==> src/hdl/integer_text_formatter_assert.svh <==
// ----------------------------------------------------------------------------
// Assertion macros for the integer text formatter
// Concurrent checks sampled on clk and disabled while rst_n is low.
// ----------------------------------------------------------------------------
`ifndef INTEGER_TEXT_FORMATTER_ASSERT_SVH
`define INTEGER_TEXT_FORMATTER_ASSERT_SVH

// Consequent must hold in the same cycle as the antecedent.
`define ITF_ASSERT_IMP(lbl, ante, cons, msg) \
  lbl: assert property (@(posedge clk) disable iff (!rst_n) (ante) |-> (cons)) \
    else $error(msg);

// Consequent must hold in the cycle after the antecedent.
`define ITF_ASSERT_NXT(lbl, ante, cons, msg) \
  lbl: assert property (@(posedge clk) disable iff (!rst_n) (ante) |=> (cons)) \
    else $error(msg);

`endif

==> src/hdl/itf_pkg.sv <==
// ----------------------------------------------------------------------------
// itf_pkg
// Shared types, codes and helpers of the integer text formatter.
// ----------------------------------------------------------------------------
`default_nettype none

package itf_pkg;

  localparam int RADIX_W = 6;
  localparam int CHAR_W  = 8;
  localparam int FLAGS_W = 7;
  localparam int LEN_W   = 7;   // holds any text length, sign and prefix included
  localparam int PAD_W   = 8;   // signed pad count

  // quotient bits resolved per divider cycle
  localparam int DIV_BITS_PER_STEP = 8;

  // format flag bit positions
  localparam int FLG_ZEROPAD = 0;
  localparam int FLG_SIGNED  = 1;
  localparam int FLG_PLUS    = 2;
  localparam int FLG_SPACE   = 3;
  localparam int FLG_LEFT    = 4;
  localparam int FLG_PREFIX  = 5;
  localparam int FLG_UPPER   = 6;

  localparam logic [RADIX_W-1:0] RADIX_MIN = 6'd2;
  localparam logic [RADIX_W-1:0] RADIX_MAX = 6'd36;
  localparam logic [RADIX_W-1:0] RADIX_HEX = 6'd16;
  localparam logic [RADIX_W-1:0] RADIX_OCT = 6'd8;

  // prefix length codes
  localparam logic [1:0] PFX_NONE = 2'd0;
  localparam logic [1:0] PFX_OCT  = 2'd1;
  localparam logic [1:0] PFX_HEX  = 2'd2;

  localparam logic [CHAR_W-1:0] CH_NUL   = 8'h00;
  localparam logic [CHAR_W-1:0] CH_SPACE = 8'h20;
  localparam logic [CHAR_W-1:0] CH_PLUS  = 8'h2B;
  localparam logic [CHAR_W-1:0] CH_MINUS = 8'h2D;
  localparam logic [CHAR_W-1:0] CH_ZERO  = 8'h30;
  localparam logic [CHAR_W-1:0] CH_UPA   = 8'h41;
  localparam logic [CHAR_W-1:0] CH_LOWA  = 8'h61;
  localparam logic [CHAR_W-1:0] CH_X     = 8'h78;

  typedef enum logic [2:0] {
    ST_IDLE,
    ST_DIV_GO,
    ST_DIV_WAIT,
    ST_PLAN,
    ST_LAYOUT,
    ST_EMIT
  } itf_state_t;

  typedef struct packed {
    logic               start;
    logic [RADIX_W-1:0] divisor;
  } itf_div_req_t;

  typedef struct packed {
    logic               done;
    logic [RADIX_W-1:0] rem;
  } itf_div_rsp_t;

  // digit value (below 36) to ASCII
  function automatic logic [CHAR_W-1:0] digit_char(input logic [RADIX_W-1:0] d,
                                                   input logic upper);
    logic [CHAR_W-1:0] base;
    base = upper ? CH_UPA : CH_LOWA;
    if (d < 6'd10) begin
      return CH_ZERO + CHAR_W'(d);
    end else begin
      return base + CHAR_W'(d) - CHAR_W'(10);
    end
  endfunction

endpackage

`default_nettype wire

==> src/hdl/itf_ifaces.sv <==
// ----------------------------------------------------------------------------
// itf channel interfaces
// Valid/ready channels for the input item and the output character beat.
// ----------------------------------------------------------------------------
`default_nettype none

interface itf_in_if #(parameter int VALUE_BITS = 32);
  logic                           valid;
  logic                           ready;
  logic [VALUE_BITS-1:0]          value;
  logic [itf_pkg::RADIX_W-1:0]    radix;
  logic [itf_pkg::RADIX_W-1:0]    text_width;
  logic [itf_pkg::RADIX_W-1:0]    min_digits;
  logic [itf_pkg::FLAGS_W-1:0]    format_flags;

  modport source (output valid, value, radix, text_width, min_digits, format_flags,
                  input ready);
  modport sink (input valid, value, radix, text_width, min_digits, format_flags,
                output ready);
endinterface

interface itf_out_if;
  logic                         valid;
  logic                         ready;
  logic [itf_pkg::CHAR_W-1:0]   out_char;
  logic                         last_char;
  logic                         bad_radix;

  modport source (output valid, out_char, last_char, bad_radix, input ready);
  modport sink (input valid, out_char, last_char, bad_radix, output ready);
endinterface

`default_nettype wire

==> src/hdl/itf_divider.sv <==
// ----------------------------------------------------------------------------
// itf_divider
// Iterative radix divider: 8 restoring quotient bits per cycle.
// ----------------------------------------------------------------------------
`default_nettype none

module itf_divider #(
  parameter int VALUE_BITS = 32
) (
  input  logic                   clk,
  input  logic                   rst_n,
  input  itf_pkg::itf_div_req_t  req,
  input  logic [VALUE_BITS-1:0]  dividend,
  output itf_pkg::itf_div_rsp_t  rsp,
  output logic [VALUE_BITS-1:0]  quotient
);

  localparam int SB    = itf_pkg::DIV_BITS_PER_STEP;
  localparam int RW    = itf_pkg::RADIX_W;
  localparam int STEPS = (VALUE_BITS + SB - 1) / SB;
  localparam int QW    = STEPS * SB;
  localparam int CNT_W = $clog2(STEPS + 1);

  logic             busy_r, busy_nxt;
  logic             done_r, done_nxt;
  logic [CNT_W-1:0] cnt_r, cnt_nxt;
  logic [QW-1:0]    acc_r, acc_nxt;
  logic [RW-1:0]    rem_r, rem_nxt;
  logic [RW-1:0]    div_r, div_nxt;

  logic [RW-1:0]    part_rem;
  logic [RW:0]      trial;
  logic [SB-1:0]    qbits;

  // one step of restoring division; remainder stays below the divisor
  always_comb begin
    part_rem = rem_r;
    trial    = '0;
    qbits    = '0;
    for (int i = 0; i < SB; i++) begin
      trial = {part_rem, acc_r[QW-1-i]};
      if (trial >= {1'b0, div_r}) begin
        trial          = trial - {1'b0, div_r};
        qbits[SB-1-i]  = 1'b1;
      end
      part_rem = trial[RW-1:0];
    end
  end

  always_comb begin
    busy_nxt = busy_r;
    done_nxt = 1'b0;
    cnt_nxt  = cnt_r;
    acc_nxt  = acc_r;
    rem_nxt  = rem_r;
    div_nxt  = div_r;
    if (req.start) begin
      busy_nxt = 1'b1;
      cnt_nxt  = CNT_W'(STEPS);
      acc_nxt  = QW'(dividend);
      rem_nxt  = '0;
      div_nxt  = req.divisor;
    end else if (busy_r) begin
      acc_nxt = (acc_r << SB) | QW'(qbits);
      rem_nxt = part_rem;
      cnt_nxt = cnt_r - CNT_W'(1);
      if (cnt_r == CNT_W'(1)) begin
        busy_nxt = 1'b0;
        done_nxt = 1'b1;
      end
    end
  end

  always_ff @(posedge clk) begin
    if (!rst_n) begin
      busy_r <= 1'b0;
      done_r <= 1'b0;
      cnt_r  <= '0;
    end else begin
      busy_r <= busy_nxt;
      done_r <= done_nxt;
      cnt_r  <= cnt_nxt;
    end
  end

  always_ff @(posedge clk) begin
    acc_r <= acc_nxt;
    rem_r <= rem_nxt;
    div_r <= div_nxt;
  end

  assign rsp.done  = done_r;
  assign rsp.rem   = rem_r;
  assign quotient  = acc_r[VALUE_BITS-1:0];

endmodule

`default_nettype wire

==> src/hdl/integer_text_formatter.sv <==
// ----------------------------------------------------------------------------
// integer_text_formatter
// Flow: each digit takes one divider pass (ST_DIV_GO, ST_DIV_WAIT), then
//   ST_PLAN and ST_LAYOUT, then one character beat per cycle unless out_chan
//   stalls; a bad radix gives its beat in the cycle after it is taken.
// Throughput: one item at a time, paced by the divider's 8 bits per cycle.
// Reset: rst_n synchronous, active low; clears control, not the digit store.
// ----------------------------------------------------------------------------
`default_nettype none

module integer_text_formatter #(
  parameter int VALUE_BITS = 32,
  parameter int MAX_WIDTH  = 63
) (
  input  logic      clk,
  input  logic      rst_n,
  itf_in_if.sink    in_chan,
  itf_out_if.source out_chan
);

`include "integer_text_formatter_assert.svh"

  localparam int RW    = itf_pkg::RADIX_W;
  localparam int CW    = itf_pkg::CHAR_W;
  localparam int LW    = itf_pkg::LEN_W;
  localparam int PW    = itf_pkg::PAD_W;
  localparam int ND_W  = $clog2(VALUE_BITS + 1);
  localparam int IDX_W = $clog2(VALUE_BITS);
  localparam logic [LW-1:0] MAX_LEN = LW'(MAX_WIDTH);

  itf_pkg::itf_state_t state_r, state_nxt;

  logic [VALUE_BITS-1:0]        mag_r, mag_nxt;
  logic [RW-1:0]                radix_r, radix_nxt;
  logic [RW-1:0]                width_r, width_nxt;
  logic [RW-1:0]                prec_r, prec_nxt;
  logic [itf_pkg::FLAGS_W-1:0]  flags_r, flags_nxt;
  logic [CW-1:0]                sign_r, sign_nxt;
  logic [1:0]                   pl_r, pl_nxt;
  logic [ND_W-1:0]              nd_r, nd_nxt;
  logic [PW-1:0]                pad_r, pad_nxt;
  logic [LW-1:0]                b1_r, b1_nxt, b2_r, b2_nxt, b3_r, b3_nxt;
  logic [LW-1:0]                b4_r, b4_nxt, b5_r, b5_nxt;
  logic [LW-1:0]                cnt_r, cnt_nxt;
  logic [LW-1:0]                k_r, k_nxt;
  logic [IDX_W-1:0]             dptr_r, dptr_nxt;
  logic                         out_valid_r, out_valid_nxt;
  logic [CW-1:0]                out_char_r, out_char_nxt;
  logic                         out_last_r, out_last_nxt;
  logic                         out_bad_r, out_bad_nxt;

  logic [CW-1:0]                digs_r [VALUE_BITS];
  logic                         dig_we;
  logic [CW-1:0]                dig_wdata;

  itf_pkg::itf_div_req_t        div_req;
  itf_pkg::itf_div_rsp_t        div_rsp;
  logic [VALUE_BITS-1:0]        div_quot;

  logic                         in_acc;
  logic                         bad_in;
  logic                         out_free;
  logic                         neg_in;
  logic [RW-1:0]                prec_t;
  logic [LW-1:0]                padp, lead, zeros, tail, len_t;
  logic [CW-1:0]                cur_char;
  logic                         dig_step;

  itf_divider #(
    .VALUE_BITS (VALUE_BITS)
  ) u_divider (
    .clk      (clk),
    .rst_n    (rst_n),
    .req      (div_req),
    .dividend (mag_r),
    .rsp      (div_rsp),
    .quotient (div_quot)
  );

  assign out_free       = !out_valid_r || out_chan.ready;
  assign in_chan.ready  = (state_r == itf_pkg::ST_IDLE) && out_free;
  assign in_acc         = in_chan.valid && in_chan.ready;
  assign bad_in         = !(in_chan.radix inside {[itf_pkg::RADIX_MIN:itf_pkg::RADIX_MAX]});
  assign neg_in         = in_chan.format_flags[itf_pkg::FLG_SIGNED] &&
                          in_chan.value[VALUE_BITS-1];

  always_ff @(posedge clk) begin
    if (!rst_n) begin
      state_r <= itf_pkg::ST_IDLE;
    end else begin
      state_r <= state_nxt;
    end
  end

  always_comb begin
    state_nxt     = state_r;
    mag_nxt       = mag_r;
    radix_nxt     = radix_r;
    width_nxt     = width_r;
    prec_nxt      = prec_r;
    flags_nxt     = flags_r;
    sign_nxt      = sign_r;
    pl_nxt        = pl_r;
    nd_nxt        = nd_r;
    pad_nxt       = pad_r;
    b1_nxt        = b1_r;
    b2_nxt        = b2_r;
    b3_nxt        = b3_r;
    b4_nxt        = b4_r;
    b5_nxt        = b5_r;
    cnt_nxt       = cnt_r;
    k_nxt         = k_r;
    dptr_nxt      = dptr_r;
    out_valid_nxt = out_valid_r && !out_chan.ready;
    out_char_nxt  = out_char_r;
    out_last_nxt  = out_last_r;
    out_bad_nxt   = out_bad_r;
    dig_we        = 1'b0;
    dig_wdata     = itf_pkg::digit_char(div_rsp.rem, flags_r[itf_pkg::FLG_UPPER]);
    div_req.start   = 1'b0;
    div_req.divisor = radix_r;
    prec_t        = (RW'(nd_r) > prec_r) ? RW'(nd_r) : prec_r;
    padp          = pad_r[PW-1] ? '0 : pad_r[LW-1:0];
    lead          = (!flags_r[itf_pkg::FLG_ZEROPAD] && !flags_r[itf_pkg::FLG_LEFT]) ?
                    padp : '0;
    zeros         = flags_r[itf_pkg::FLG_ZEROPAD] ? padp : '0;
    tail          = flags_r[itf_pkg::FLG_LEFT] ? padp : '0;
    len_t         = b5_r + tail;
    cur_char      = itf_pkg::CH_SPACE;
    dig_step      = 1'b0;

    case (state_r)
      itf_pkg::ST_IDLE: begin
        if (in_acc) begin
          if (bad_in) begin
            out_valid_nxt = 1'b1;
            out_char_nxt  = itf_pkg::CH_NUL;
            out_last_nxt  = 1'b1;
            out_bad_nxt   = 1'b1;
          end else begin
            mag_nxt   = neg_in ? (~in_chan.value + VALUE_BITS'(1)) : in_chan.value;
            radix_nxt = in_chan.radix;
            width_nxt = in_chan.text_width;
            prec_nxt  = in_chan.min_digits;
            flags_nxt = in_chan.format_flags;
            // left-justify cancels zero pad
            flags_nxt[itf_pkg::FLG_ZEROPAD] = in_chan.format_flags[itf_pkg::FLG_ZEROPAD] &&
                                              !in_chan.format_flags[itf_pkg::FLG_LEFT];
            if (neg_in) begin
              sign_nxt = itf_pkg::CH_MINUS;
            end else if (in_chan.format_flags[itf_pkg::FLG_SIGNED] &&
                         in_chan.format_flags[itf_pkg::FLG_PLUS]) begin
              sign_nxt = itf_pkg::CH_PLUS;
            end else if (in_chan.format_flags[itf_pkg::FLG_SIGNED] &&
                         in_chan.format_flags[itf_pkg::FLG_SPACE]) begin
              sign_nxt = itf_pkg::CH_SPACE;
            end else begin
              sign_nxt = itf_pkg::CH_NUL;
            end
            pl_nxt = itf_pkg::PFX_NONE;
            if (in_chan.format_flags[itf_pkg::FLG_PREFIX]) begin
              if (in_chan.radix == itf_pkg::RADIX_HEX) begin
                pl_nxt = itf_pkg::PFX_HEX;
              end else if (in_chan.radix == itf_pkg::RADIX_OCT) begin
                pl_nxt = itf_pkg::PFX_OCT;
              end
            end
            nd_nxt    = '0;
            state_nxt = itf_pkg::ST_DIV_GO;
          end
        end
      end
      itf_pkg::ST_DIV_GO: begin
        div_req.start = 1'b1;
        state_nxt     = itf_pkg::ST_DIV_WAIT;
      end
      itf_pkg::ST_DIV_WAIT: begin
        if (div_rsp.done) begin
          // digits land least significant first; a zero value still gives one
          dig_we  = 1'b1;
          nd_nxt  = nd_r + ND_W'(1);
          mag_nxt = div_quot;
          state_nxt = (div_quot == '0) ? itf_pkg::ST_PLAN : itf_pkg::ST_DIV_GO;
        end
      end
      itf_pkg::ST_PLAN: begin
        prec_nxt  = prec_t;
        pad_nxt   = PW'(width_r) - PW'(sign_r != itf_pkg::CH_NUL) - PW'(pl_r) - PW'(prec_t);
        state_nxt = itf_pkg::ST_LAYOUT;
      end
      itf_pkg::ST_LAYOUT: begin
        // segment ends: lead spaces, sign, prefix, zeros, digits, tail spaces
        b1_nxt    = lead;
        b2_nxt    = lead + LW'(sign_r != itf_pkg::CH_NUL);
        b3_nxt    = b2_nxt + LW'(pl_r);
        b4_nxt    = b3_nxt + zeros + LW'(prec_r) - LW'(nd_r);
        b5_nxt    = b4_nxt + LW'(nd_r);
        len_t     = b5_nxt + tail;
        cnt_nxt   = (len_t > MAX_LEN) ? MAX_LEN : len_t;
        k_nxt     = '0;
        dptr_nxt  = IDX_W'(nd_r - ND_W'(1));
        state_nxt = itf_pkg::ST_EMIT;
      end
      itf_pkg::ST_EMIT: begin
        if (k_r < b1_r) begin
          cur_char = itf_pkg::CH_SPACE;
        end else if (k_r < b2_r) begin
          cur_char = sign_r;
        end else if (k_r < b3_r) begin
          cur_char = (pl_r == itf_pkg::PFX_HEX && k_r != b2_r) ? itf_pkg::CH_X :
                     itf_pkg::CH_ZERO;
        end else if (k_r < b4_r) begin
          cur_char = itf_pkg::CH_ZERO;
        end else if (k_r < b5_r) begin
          cur_char = digs_r[dptr_r];
          dig_step = 1'b1;
        end else begin
          cur_char = itf_pkg::CH_SPACE;
        end
        if (out_free) begin
          out_valid_nxt = 1'b1;
          out_char_nxt  = cur_char;
          out_last_nxt  = (k_r == cnt_r - LW'(1));
          out_bad_nxt   = 1'b0;
          k_nxt         = k_r + LW'(1);
          if (dig_step) begin
            dptr_nxt = dptr_r - IDX_W'(1);
          end
          if (k_r == cnt_r - LW'(1)) begin
            state_nxt = itf_pkg::ST_IDLE;
          end
        end
      end
      default: begin
        state_nxt = itf_pkg::ST_IDLE;
      end
    endcase
  end

  always_ff @(posedge clk) begin
    if (!rst_n) begin
      out_valid_r <= 1'b0;
      nd_r        <= '0;
    end else begin
      out_valid_r <= out_valid_nxt;
      nd_r        <= nd_nxt;
    end
  end

  always_ff @(posedge clk) begin
    mag_r      <= mag_nxt;
    radix_r    <= radix_nxt;
    width_r    <= width_nxt;
    prec_r     <= prec_nxt;
    flags_r    <= flags_nxt;
    sign_r     <= sign_nxt;
    pl_r       <= pl_nxt;
    pad_r      <= pad_nxt;
    b1_r       <= b1_nxt;
    b2_r       <= b2_nxt;
    b3_r       <= b3_nxt;
    b4_r       <= b4_nxt;
    b5_r       <= b5_nxt;
    cnt_r      <= cnt_nxt;
    k_r        <= k_nxt;
    dptr_r     <= dptr_nxt;
    out_char_r <= out_char_nxt;
    out_last_r <= out_last_nxt;
    out_bad_r  <= out_bad_nxt;
  end

  always_ff @(posedge clk) begin
    if (dig_we) begin
      digs_r[nd_r[IDX_W-1:0]] <= dig_wdata;
    end
  end

  assign out_chan.valid     = out_valid_r;
  assign out_chan.out_char  = out_char_r;
  assign out_chan.last_char = out_last_r;
  assign out_chan.bad_radix = out_bad_r;

  `ITF_ASSERT_IMP(a_err_beat, out_valid_r && out_bad_r, out_last_r && (out_char_r == itf_pkg::CH_NUL), "error beat must be a single NUL last beat")
  `ITF_ASSERT_NXT(a_err_next, in_acc && bad_in, out_valid_r && out_bad_r && (state_r == itf_pkg::ST_IDLE), "bad radix item must yield its error beat next cycle")
  `ITF_ASSERT_IMP(a_nd_bound, state_r != itf_pkg::ST_IDLE, nd_r <= ND_W'(VALUE_BITS), "digit count exceeds value width")
  `ITF_ASSERT_NXT(a_last_idle, (state_r == itf_pkg::ST_EMIT) && out_free && (k_r == cnt_r - LW'(1)), (state_r == itf_pkg::ST_IDLE) && out_valid_r && out_last_r, "last character must end the item")

endmodule

`default_nettype wire
==> src/flat_wrapper.sv <==
// flat-port wrapper written by rule: the top's interface ports become plain ports
module integer_text_formatter_flat 
#(
  parameter int VALUE_BITS = 32,
  parameter int MAX_WIDTH  = 63
)
  (clk, rst_n, in_chan_valid, in_chan_value, in_chan_radix, in_chan_text_width, in_chan_min_digits, in_chan_format_flags, in_chan_ready, out_chan_valid, out_chan_out_char, out_chan_last_char, out_chan_bad_radix, out_chan_ready);
  itf_in_if #(.VALUE_BITS(VALUE_BITS)) in_chan_i ();
  itf_out_if out_chan_i ();
  input  logic clk;
  input  logic rst_n;
  input wire logic [$bits(in_chan_i.valid)-1:0] in_chan_valid;
  input wire logic [$bits(in_chan_i.value)-1:0] in_chan_value;
  input wire logic [$bits(in_chan_i.radix)-1:0] in_chan_radix;
  input wire logic [$bits(in_chan_i.text_width)-1:0] in_chan_text_width;
  input wire logic [$bits(in_chan_i.min_digits)-1:0] in_chan_min_digits;
  input wire logic [$bits(in_chan_i.format_flags)-1:0] in_chan_format_flags;
  output wire logic [$bits(in_chan_i.ready)-1:0] in_chan_ready;
  output wire logic [$bits(out_chan_i.valid)-1:0] out_chan_valid;
  output wire logic [$bits(out_chan_i.out_char)-1:0] out_chan_out_char;
  output wire logic [$bits(out_chan_i.last_char)-1:0] out_chan_last_char;
  output wire logic [$bits(out_chan_i.bad_radix)-1:0] out_chan_bad_radix;
  input wire logic [$bits(out_chan_i.ready)-1:0] out_chan_ready;
  assign in_chan_i.valid = in_chan_valid;
  assign in_chan_i.value = in_chan_value;
  assign in_chan_i.radix = in_chan_radix;
  assign in_chan_i.text_width = in_chan_text_width;
  assign in_chan_i.min_digits = in_chan_min_digits;
  assign in_chan_i.format_flags = in_chan_format_flags;
  assign in_chan_ready = in_chan_i.ready;
  assign out_chan_valid = out_chan_i.valid;
  assign out_chan_out_char = out_chan_i.out_char;
  assign out_chan_last_char = out_chan_i.last_char;
  assign out_chan_bad_radix = out_chan_i.bad_radix;
  assign out_chan_i.ready = out_chan_ready;
  integer_text_formatter #(.VALUE_BITS(VALUE_BITS), .MAX_WIDTH(MAX_WIDTH)) u_core (.clk(clk), .rst_n(rst_n), .in_chan(in_chan_i), .out_chan(out_chan_i));
endmodule
==> config.mk <==
export PLATFORM = sky130hd
export DESIGN_NAME = integer_text_formatter_flat
export DESIGN_NICKNAME = d
export VERILOG_FILES = /design/src/hdl/itf_pkg.sv /design/src/hdl/itf_ifaces.sv /design/src/hdl/itf_divider.sv /design/src/hdl/integer_text_formatter.sv /design/src/flat_wrapper.sv
export VERILOG_INCLUDE_DIRS = /design/src /design/src/hdl
export SDC_FILE = /design/constraint.sdc
export NUM_CORES = 1
export LEC_CHECK = 0
export BUFFER_PORTS_ARGS = -buffer_cell sky130_fd_sc_hd__clkbuf_2
export CAP_MARGIN = 20
export CORE_ASPECT_RATIO = 0.75
export CORE_MARGIN = 2
export CORE_UTILIZATION = 35
export CTS_BUF_LIST = sky130_fd_sc_hd__clkbuf_4 sky130_fd_sc_hd__clkbuf_8
export DETAILED_ROUTE_END_ITERATION = 8
export GPL_TIMING_DRIVEN = 0
export SETUP_SLACK_MARGIN = 0.4
export SLEW_MARGIN = 20
export SYNTH_ARGS = -nofsm -noshare
export SYNTH_HDL_FRONTEND = slang
export SYNTH_HIERARCHICAL = 1
export SYNTH_SLANG_ARGS = --single-unit
==> constraint.sdc <==
create_clock -name clk -period 13.5 [get_ports clk]
set_input_delay 0.675 -clock clk [delete_from_list [all_inputs] [get_ports clk]]
set_output_delay 0.675 -clock clk [all_outputs]
set_load 0.01 [all_outputs]
==> impl_metrics.json <==
{
  "synthTopCellsByArea": "edfxtp_1, mux4_2, ha_1",
  "synth_edf_count": 425,
  "cts_hold_buf": 0,
  "cp.depth": 78,
  "cts.sinks": 451,
  "synthCells": 1798,
  "fp.dieH_microns": 231,
  "grt_usage_pct": 17.7,
  "r2r_start": "u_core/u_divider/div_r[4]",
  "htreeDepth": 3,
  "areaGrowthSynthToFinish_pct": 19.6,
  "cts_tree": "yes",
  "fmax_mhz": 70.4,
  "clock_path_buffers": 3,
  "dieArea_sq_mm": 0.0709,
  "cap_violations": 0,
  "worstSetupStartpoint": "u_core/u_divider/div_r[4]",
  "worst-r2r-setup-slack_ns": -0.71,
  "drive_gt1_share_pct": 27.5,
  "critical_path_buf_inv_count": 18,
  "avgSynthCellArea_sq_um": 13.4,
  "path_class": "flip-flop to flip-flop",
  "drtPass1Iterations": 5,
  "wl_per_cell_microns": 21.1,
  "tightest_slew_ns": 1.08,
  "cp_common_cell": "buf_4",
  "initial_utilization_pct": 35.3,
  "dp_hpwl_microns": 44100,
  "synth_mux_area_share_pct": 11.5,
  "numPortBuffers": 72,
  "startpoint_type": "flip-flop",
  "coreArea_sq_mm": 0.0682,
  "wl_met3_microns": 4620,
  "ys.flop_type": "edfxtp_1",
  "synth_xor_xnor_area_share_pct": 4.31,
  "synth_top_family_by_area": "multiplexers",
  "skew_ns": 0.0712,
  "crit_slowest_cell": "edfxtp_1",
  "r2r-end": "u_core/u_divider/rem_r[2]",
  "insertedDiodeCount": 0,
  "antenna_found_initial": 2,
  "rows": 83,
  "rsz0062_at_grt": "true",
  "routed-wl-met2_microns": 27400,
  "synth_fa_ha_area_share_pct": 9.33,
  "top_layer_used": "met5",
  "status": "complete, but fails checks",
  "vias": 16000,
  "clk_latency_ns": 0.67,
  "grt_pass1_wl_microns": 95100,
  "reg2reg_depth": 78,
  "hold_viol_final": 0,
  "yosys.area.top_type_share_pct": 53.0,
  "synth_compound_area_share_pct": 8.21,
  "min_period_over_period_pct": 105,
  "critPathCaptureType": "flip-flop",
  "yosys.area_share.simple_pct": 8.33,
  "nNetsFinal": 2274,
  "io-pin-count": 73,
  "met1_length_microns": 29600,
  "synth_async_sr_flop_share_pct": 0,
  "required_ns": 14.00,
  "grt-ovfl-total": 0,
  "ant_nets": 0,
  "setup_slack_ns": -0.711,
  "syn_nets": 2023,
  "clkTransAtPathRegs_ns": 0.08,
  "final_core_util_pct": 42.2,
  "grt_pass1_vias": 15900,
  "period_minus_slack_ns": 14.21,
  "min_path_type": "input port to flip-flop",
  "synth_seq_cells": 451,
  "syn_area_sq_mm": 0.0241,
  "grt_max_degree": 33,
  "viasPerCell": 5.33,
  "place_congestion": 0.868,
  "critical-path-max-stage-delay_ns": 0.39,
  "cpLargestDelayFamily": "compound AO/OA/AOI/OAI gates",
  "whs_ns": 0.188,
  "cts-root-buf": "clkbuf_8",
  "crit_end": "u_core/u_divider/rem_r[2]",
  "arrival_ns": 14.71,
  "drv_slew": 0,
  "ys_types": 81,
  "die_x_microns": 307,
  "drc_errors": 0,
  "totalWireLength_microns": 63100,
  "synth_top_area_cell": "edfxtp_1",
  "cp_max_fo": 6,
  "drtIter0Drc": 1456,
  "violations": "setup timing",
  "yosysSeqAreaShare_pct": 55.2,
  "yosysWarningCount": 6,
  "setup_viol": 7,
  "cts_buffers": 73,
  "max_slew_margin_pct": 28.1
}
[layout by cell type, fill, tap and decap left out, drive strengths merged, types with 31 or more instances in the layout]
cell type  synthesis  layout
o21ai             75      75
clkbuf            29     197
a21oi             78      78
edfxtp           425     425
buf               23     128
a21o              38      38
xnor2             59      59
mux2              67      67
ha               138     138
inv              138     137
nand2            108     108
xor2              55      55
nor2             107     107
nand3             31      31
mux4              79      79
[how the worst min path moves through the flow]
stage                                      endpoint                     from  cells past startpoint  slack (ns)
after floorplan           u_core/u_divider/div_r[0]        u_core/radix_r[0]                      0        0.40
after global placement    u_core/u_divider/div_r[5]        u_core/radix_r[5]                      0        0.40
after detailed placement  u_core/u_divider/div_r[1]        u_core/radix_r[1]                      0        0.41
after CTS                         u_core/flags_r[6]  in_chan_format_flags[6]                      1        0.12
after global routing              u_core/flags_r[6]  in_chan_format_flags[6]                      1        0.14
final                             u_core/flags_r[6]  in_chan_format_flags[6]                      1        0.19
[synth_stat cells (28+ instances only)]
cell type,instances
nand2b_1,28
edfxtp_1,425
inv_1,138
nand3_1,30
mux4_2,79
clkbuf_1,29
o21ai_0,63
a21oi_1,77
nor2_1,107
xor2_1,55
ha_1,138
nand2_1,108
mux2_2,64
xnor2_1,57
a21o_1,38
[cell type report]
| class | instances | area, sq um |
|---|---|---|
| fill | 6197 | 39400 |
| sequential | 451 | 13300 |
| multi-input combinational | 1155 | 10900 |
| timing repair buffer | 176 | 1220 |
| clock buffer | 97 | 1220 |
| tap | 892 | 1120 |
| inverter | 140 | 544 |
| clock inverter | 35 | 278 |
| buffer | 52 | 256 |
[cell families (layout without fill, tap and decap cells)]
| kind of cell | after synthesis | in the layout |
|---|---|---|
| flip-flops | 451 | 451 |
| AND/OR/NAND/NOR | 405 | 405 |
| AO/OA/AOI/OAI | 301 | 301 |
| buffers and inverters | 192 | 500 |
| multiplexers | 169 | 169 |
| adder cells (fa/ha/maj) | 164 | 164 |
| XOR/XNOR | 115 | 115 |
| other | 1 | 1 |
[stage by stage]
stage	setup WS [ns]	instance area, sq um	setup TNS (ns)	std cells
floorplan	-0.140	24300	-0.243	1798
global placement	-2.32	25800	-16.03	2762
detailed placement	-2.71	26000	-19.00	2770
CTS	-0.590	28400	-3.63	2973
global route	-1.18	28800	-7.76	2998
finish	-0.711	28800	-4.54	2998
[metal layers]
layer,vias to the layer above,global-route usage [%]
li1,7266,-
met1,7996,26.0
met2,581,26.4
met3,118,3.79
met4,4,4.78
met5,-,0
[registers in the layout (all words and copies together) (netlist names), 3 cells and up, named ones only]
| name | cells |
|---|---|
| u_core/b3_r | 7 |
| u_core/b5_r | 7 |
| u_core/radix_r | 6 |
| u_core/dptr_r | 5 |
| u_core/u_divider/div_r | 6 |
| u_core/out_chan.out_char | 8 |
| u_core/u_divider/cnt_r | 3 |
| u_core/prec_r | 6 |
| u_core/flags_r | 3 |
| u_core/nd_r | 6 |
| u_core/cnt_r | 7 |
| u_core/mag_r | 32 |
| u_core/sign_r | 4 |
| u_core/u_divider/quotient | 32 |
| u_core/pad_r | 8 |
| u_core/state_r | 3 |
| u_core/b4_r | 7 |
| u_core/u_divider/rem_r | 6 |
| u_core/digs_r | 256 |
| u_core/k_r | 7 |
| u_core/b1_r | 7 |
| u_core/b2_r | 7 |
| u_core/width_r | 6 |
[what timing repair did]
item                                    in CTS  in global routing
buffers inserted                            71                 25
pin swaps                                   51                 49
endpoints found under the setup margin       8                  7
gates resized for setup                     61                 30
cloned                                       0                  0
Power is left out: the tool's default activity adds up to more than one toggle a clock period on the data nets, which glitch-free logic cannot reach.
